`config.mk`:
```
export PLATFORM = sky130hd
export DESIGN_NAME = ppmt_ctrl
export DESIGN_NICKNAME = d
export VERILOG_FILES = /design/src/design/ppmt_pkg.sv /design/src/design/ppmt_ctrl.sv
export SDC_FILE = /design/constraint.sdc
export NUM_CORES = 1
export LEC_CHECK = 0
export BUFFER_PORTS_ARGS = -buffer_cell sky130_fd_sc_hd__buf_2
export CELL_PAD_IN_SITES_DETAIL_PLACEMENT = 1
export CELL_PAD_IN_SITES_GLOBAL_PLACEMENT = 2
export CORE_AREA = 2 2 39 41
export DETAILED_ROUTE_END_ITERATION = 16
export DIE_AREA = 0 0 41 43
export PLACE_DENSITY = 0.49
export SYNTH_ARGS = -nofsm -noshare
export SYNTH_HDL_FRONTEND = slang
export SYNTH_SLANG_ARGS = --single-unit
```
`constraint.sdc`:
```
create_clock -name aclk -period 1.4 [get_ports aclk]
set_clock_uncertainty 0.2 [all_clocks]
set_input_delay 0.07 -clock aclk [delete_from_list [all_inputs] [get_ports aclk]]
set_output_delay 0.07 -clock aclk [all_outputs]
set_load 0.005 [all_outputs]
```
`src/design/ppmt_pkg.sv`:
```
package ppmt_pkg;

    localparam int PAGES_DEF      = 16;
    localparam int PAGE_WORDS_DEF = 64;

    localparam int ID_W     = 32;
    localparam int OFF_W    = 7;
    localparam int WORD_W   = 32;
    localparam int BUCKET_W = 4;

    localparam int CMD_LSB   = 0;
    localparam int ID_LSB    = 3;
    localparam int OFF_LSB   = 35;
    localparam int WDATA_LSB = 42;
    localparam int S_DATA_W  = 80;

    localparam int OK_LSB     = 0;
    localparam int BUCKET_LSB = 1;
    localparam int RDATA_LSB  = 5;
    localparam int M_DATA_W   = 40;

    typedef enum logic [2:0] {
        CMD_ALLOC  = 3'd0,
        CMD_SEARCH = 3'd1,
        CMD_WRITE  = 3'd2,
        CMD_READ   = 3'd3,
        CMD_DELETE = 3'd4
    } cmd_t;

    typedef enum logic [2:0] {
        ST_IDLE,
        ST_MATCH,
        ST_ENCODE,
        ST_EXEC,
        ST_RESPOND
    } state_t;

    typedef struct packed {
        logic take;
        logic compare;
        logic encode;
        logic execute;
        logic publish;
    } ctl_cmd_t;

    typedef struct packed {
        logic rem_busy;
        logic out_free;
    } ctl_stat_t;

endpackage

```
`src/design/ppmt_ctrl.sv`:
```
module ppmt_ctrl (
    input  logic                 aclk,
    input  logic                 aresetn,
    input  logic                 s_tvalid,
    input  ppmt_pkg::ctl_stat_t  stat,
    output ppmt_pkg::ctl_cmd_t   cmd
);
    import ppmt_pkg::*;

    state_t state_reg;
    state_t state_next;

    always_ff @(posedge aclk) begin
        if (!aresetn) begin
            state_reg <= ST_IDLE;
        end else begin
            state_reg <= state_next;
        end
    end

    always_comb begin
        state_next = state_reg;
        unique case (state_reg)
            ST_IDLE: begin
                if (s_tvalid) begin
                    state_next = ST_MATCH;
                end
            end
            ST_MATCH:  state_next = ST_ENCODE;
            ST_ENCODE: state_next = ST_EXEC;
            ST_EXEC:   state_next = ST_RESPOND;
            ST_RESPOND: begin
                if (!stat.rem_busy && stat.out_free) begin
                    state_next = ST_IDLE;
                end
            end
            default: state_next = ST_IDLE;
        endcase
    end

    always_comb begin
        cmd = '0;
        unique case (state_reg)
            ST_IDLE:    cmd.take    = 1'b1;
            ST_MATCH:   cmd.compare = 1'b1;
            ST_ENCODE:  cmd.encode  = 1'b1;
            ST_EXEC:    cmd.execute = 1'b1;
            ST_RESPOND: cmd.publish = !stat.rem_busy && stat.out_free;
            default:    cmd = '0;
        endcase
    end

endmodule

```
==> metrics <==
hold path depth=4; via count=about 200; number of global-route vias before repair=between 200 and 250; Worst path depth=3; Clock Latency Late Sink=around 0.23 ns; initial antenna violation count=0; clock sinks=3; share of the synthesized area in the top cell type=a little under a third; Post-DRT Antenna Nets=0; WL/cell=about 8.4 um; Critical R2R Launch=state_reg[1]$_SDFFE_PN0P_; GRT Util Overall=7.52%; post-route clock period utilization=101%; IO Count=10; failing checks=negative setup slack; dpl cells=45; Arr. time, crit path=about 1.1 ns; Bufs on Longest Clock Path=2; Worst EP required=approximately 1.1 ns; critical-path cell list=or3b_4, nor2b_1, buf_2; minimum period implied by the final worst setup slack=1.41 ns; slew of the pin with the lowest slew margin=between 0.2 and 0.25 ns; Hold Startpoint=stat[1]; Crit. End Element=output port; Synth Area in XOR/XNOR=between 4 and 5%; sequential area share after synthesis=31.0%; CTS tree=yes; worst ir drop on vdd=around 0.47 mV; mux contribution to synthesized area=0%; mean post-synth cell area=roughly 9.7 um^2; Worst Hold Class=in2out; antenna diode count=0; Crit Path Max Fanout=2; cell taking the most area after synthesis=dfxtp_1; Post-Syn Area=194 um^2; Finish-stage setup viols=1; Post-Synthesis Cells=20; RR Endpoint=state_reg[2]$_SDFFE_PN0P_; largest net degree at the start of global routing=8; Post-layout nets=43; Overall Power=approximately 0.33 mW; # fillers=172; relative slew slack=86.5%; Hold Path Sink=cmd[0]; post-synth cell types=15; Core Rows=14; area of the multi-input gates=about 99 um^2; post-synthesis register bit count=3; Clock Tree Root=clkbuf_4; Reg2Reg Setup Slack=roughly 0.070 ns; Initial DRC Count=1; Largest stage delay, worst path=approximately 0.38 ns; simple-gate portion of the synthesized area=about two fifths; Compound-Gate Fraction of Synth Area=around 6.5%; largest family of logic cells by synthesized area=simple AND/OR/NAND/NOR gates; Die X=around 40 um; worst hold slack=approximately 0.28 ns; outcome=finished with violations; critical path's slowest cell=or3b_4; Max Freq=~710 MHz; delay-heaviest family, CP=simple AND/OR/NAND/NOR gates; cells on worst reg2reg path=3; worst slack, placed=0.166 ns; final hold violation count=0; gpl congestion=approximately 0.71; RSZ-0062 raised after global routing=yes; max reg flops=3; pwr dens=1040 nW/um^2; H-tree depth=1; final WL=446 um; CTS Buf Count=3; Mapped Nets=25; Clock Pin Slew Worst Setup and Hold Paths=about 0.030 ns; Die Ht=43 um; worst setup margin=-0.0138 ns; TritonRoute pass-1 iters=2; maxcap violations=0; Synth Area in Adders=0%; first-pass GRT wire length=approximately 830 um; kind of critical path=reg2out; Register Area=63.8 um^2; total congestion overflow=0; Initial Utilization=14.0%; share of layout cells above drive strength 1=approximately three fifths; Crit. Startpoint=state_reg[1]$_SDFFE_PN0P_; final number of max-transition violations=0; die area=1760 um^2; CORE AREA=between 1000 and 1500 um^2; Leakage Power=between 0.1 and 0.15 nW; YS warnings=0; drt via density=between 3 and 4; area growth from synthesis to layout=63.9%; Startpoint Class=flip-flop; Area contributors post-synth=dfxtp_1 31%, buf_8 7.7%, nor3b_1 7.7%; DRC=0; WP buf/inv=1; Final Instance Count excl. Fillers=53; port buffer count=9
layout by cell type, fill, tap and decap left out, drive strengths merged, types with 2 or more instances in the layout:
cell and instances:
buf 13, clkbuf 4, dfxtp 3, dlygate4sd3 3, nor2b 2, nor3 2, nor3b 2
layout make-up:
class / instances / share of cell area, %
inverters: 1 / 1.18
clock buffers: 4 / 8.27
repair buffers: 16 / 33.1
well taps: 16 / 6.30
multi-input cells: 13 / 31.1
flip-flops and latches: 3 / 20.1
logic make-up (layout without fill, tap and decap cells):
group / count (synthesis) / in the layout
xor+xnor: 1 / 1
compound gates: 1 / 1
simple gates: 11 / 11
buf+inv: 4 / 21
flops: 3 / 3
timing repair:
item / in CTS / in global routing
resized for setup: 2 / 2
buffers inserted: 1 / 0
pin swaps: 1 / 1
endpoints found under the setup margin: 1 / 1
endpoints found under the hold margin: 3 / 0
hold buffers: 3 / 0
power breakdown:
part	internal [mW]	switching, mW	total (mW)
logic	0.0457	0.0338	0.0795
registers	0.0957	0.00434	0.100
clock network	0.107	0.0430	0.150
worst min-delay path, stage by stage:
cell and delay, ns:
buf_2 0.07, nor2b_1 0.04, nor2b_1 0.11, buf_2 0.11
per-stage QoR:
step	util (%)	setup TNS [ns]	area, um^2
2_1_floorplan	-	0	194
3_3_place_gp	17.9	0	248
3_5_place_dp	17.9	0	248
4_1_cts	22.8	-0.0360	315
5_1_grt	23.0	-0.0699	318
6_report	23.0	-0.0138	318
synthesized netlist by cell type:
master,number
buf_8,1
xnor2_1,1
o31ai_2,1
and3b_2,1
nor4_1,1
nor3_1,2
nor2_1,1
nand4b_1,1
buf_4,1
buf_6,1
nor2b_1,2
nor3b_1,2
dfxtp_1,3
or3b_1,1
inv_1,1
worst max path at each step:
stage | end | slack, ns
floorplan | state_reg[2]$_SDFFE_PN0P_ | 0.12
global placement | state_reg[2]$_SDFFE_PN0P_ | 0.21
detailed placement | state_reg[2]$_SDFFE_PN0P_ | 0.17
CTS | cmd[0] | -0.04
global route | cmd[0] | -0.07
finish | cmd[0] | -0.01
routing by layer:
layer  routed length, um  global-route usage (%)  vias to the layer above
met3                  38                    6.28                        0
met5                   0                       0                        -
met4                   0                    4.00                        0
met1                 178                    8.33                       88
met2                 230                    9.69                        9
li1                    -                       -                      102
(Power assumes the default switching activity.)
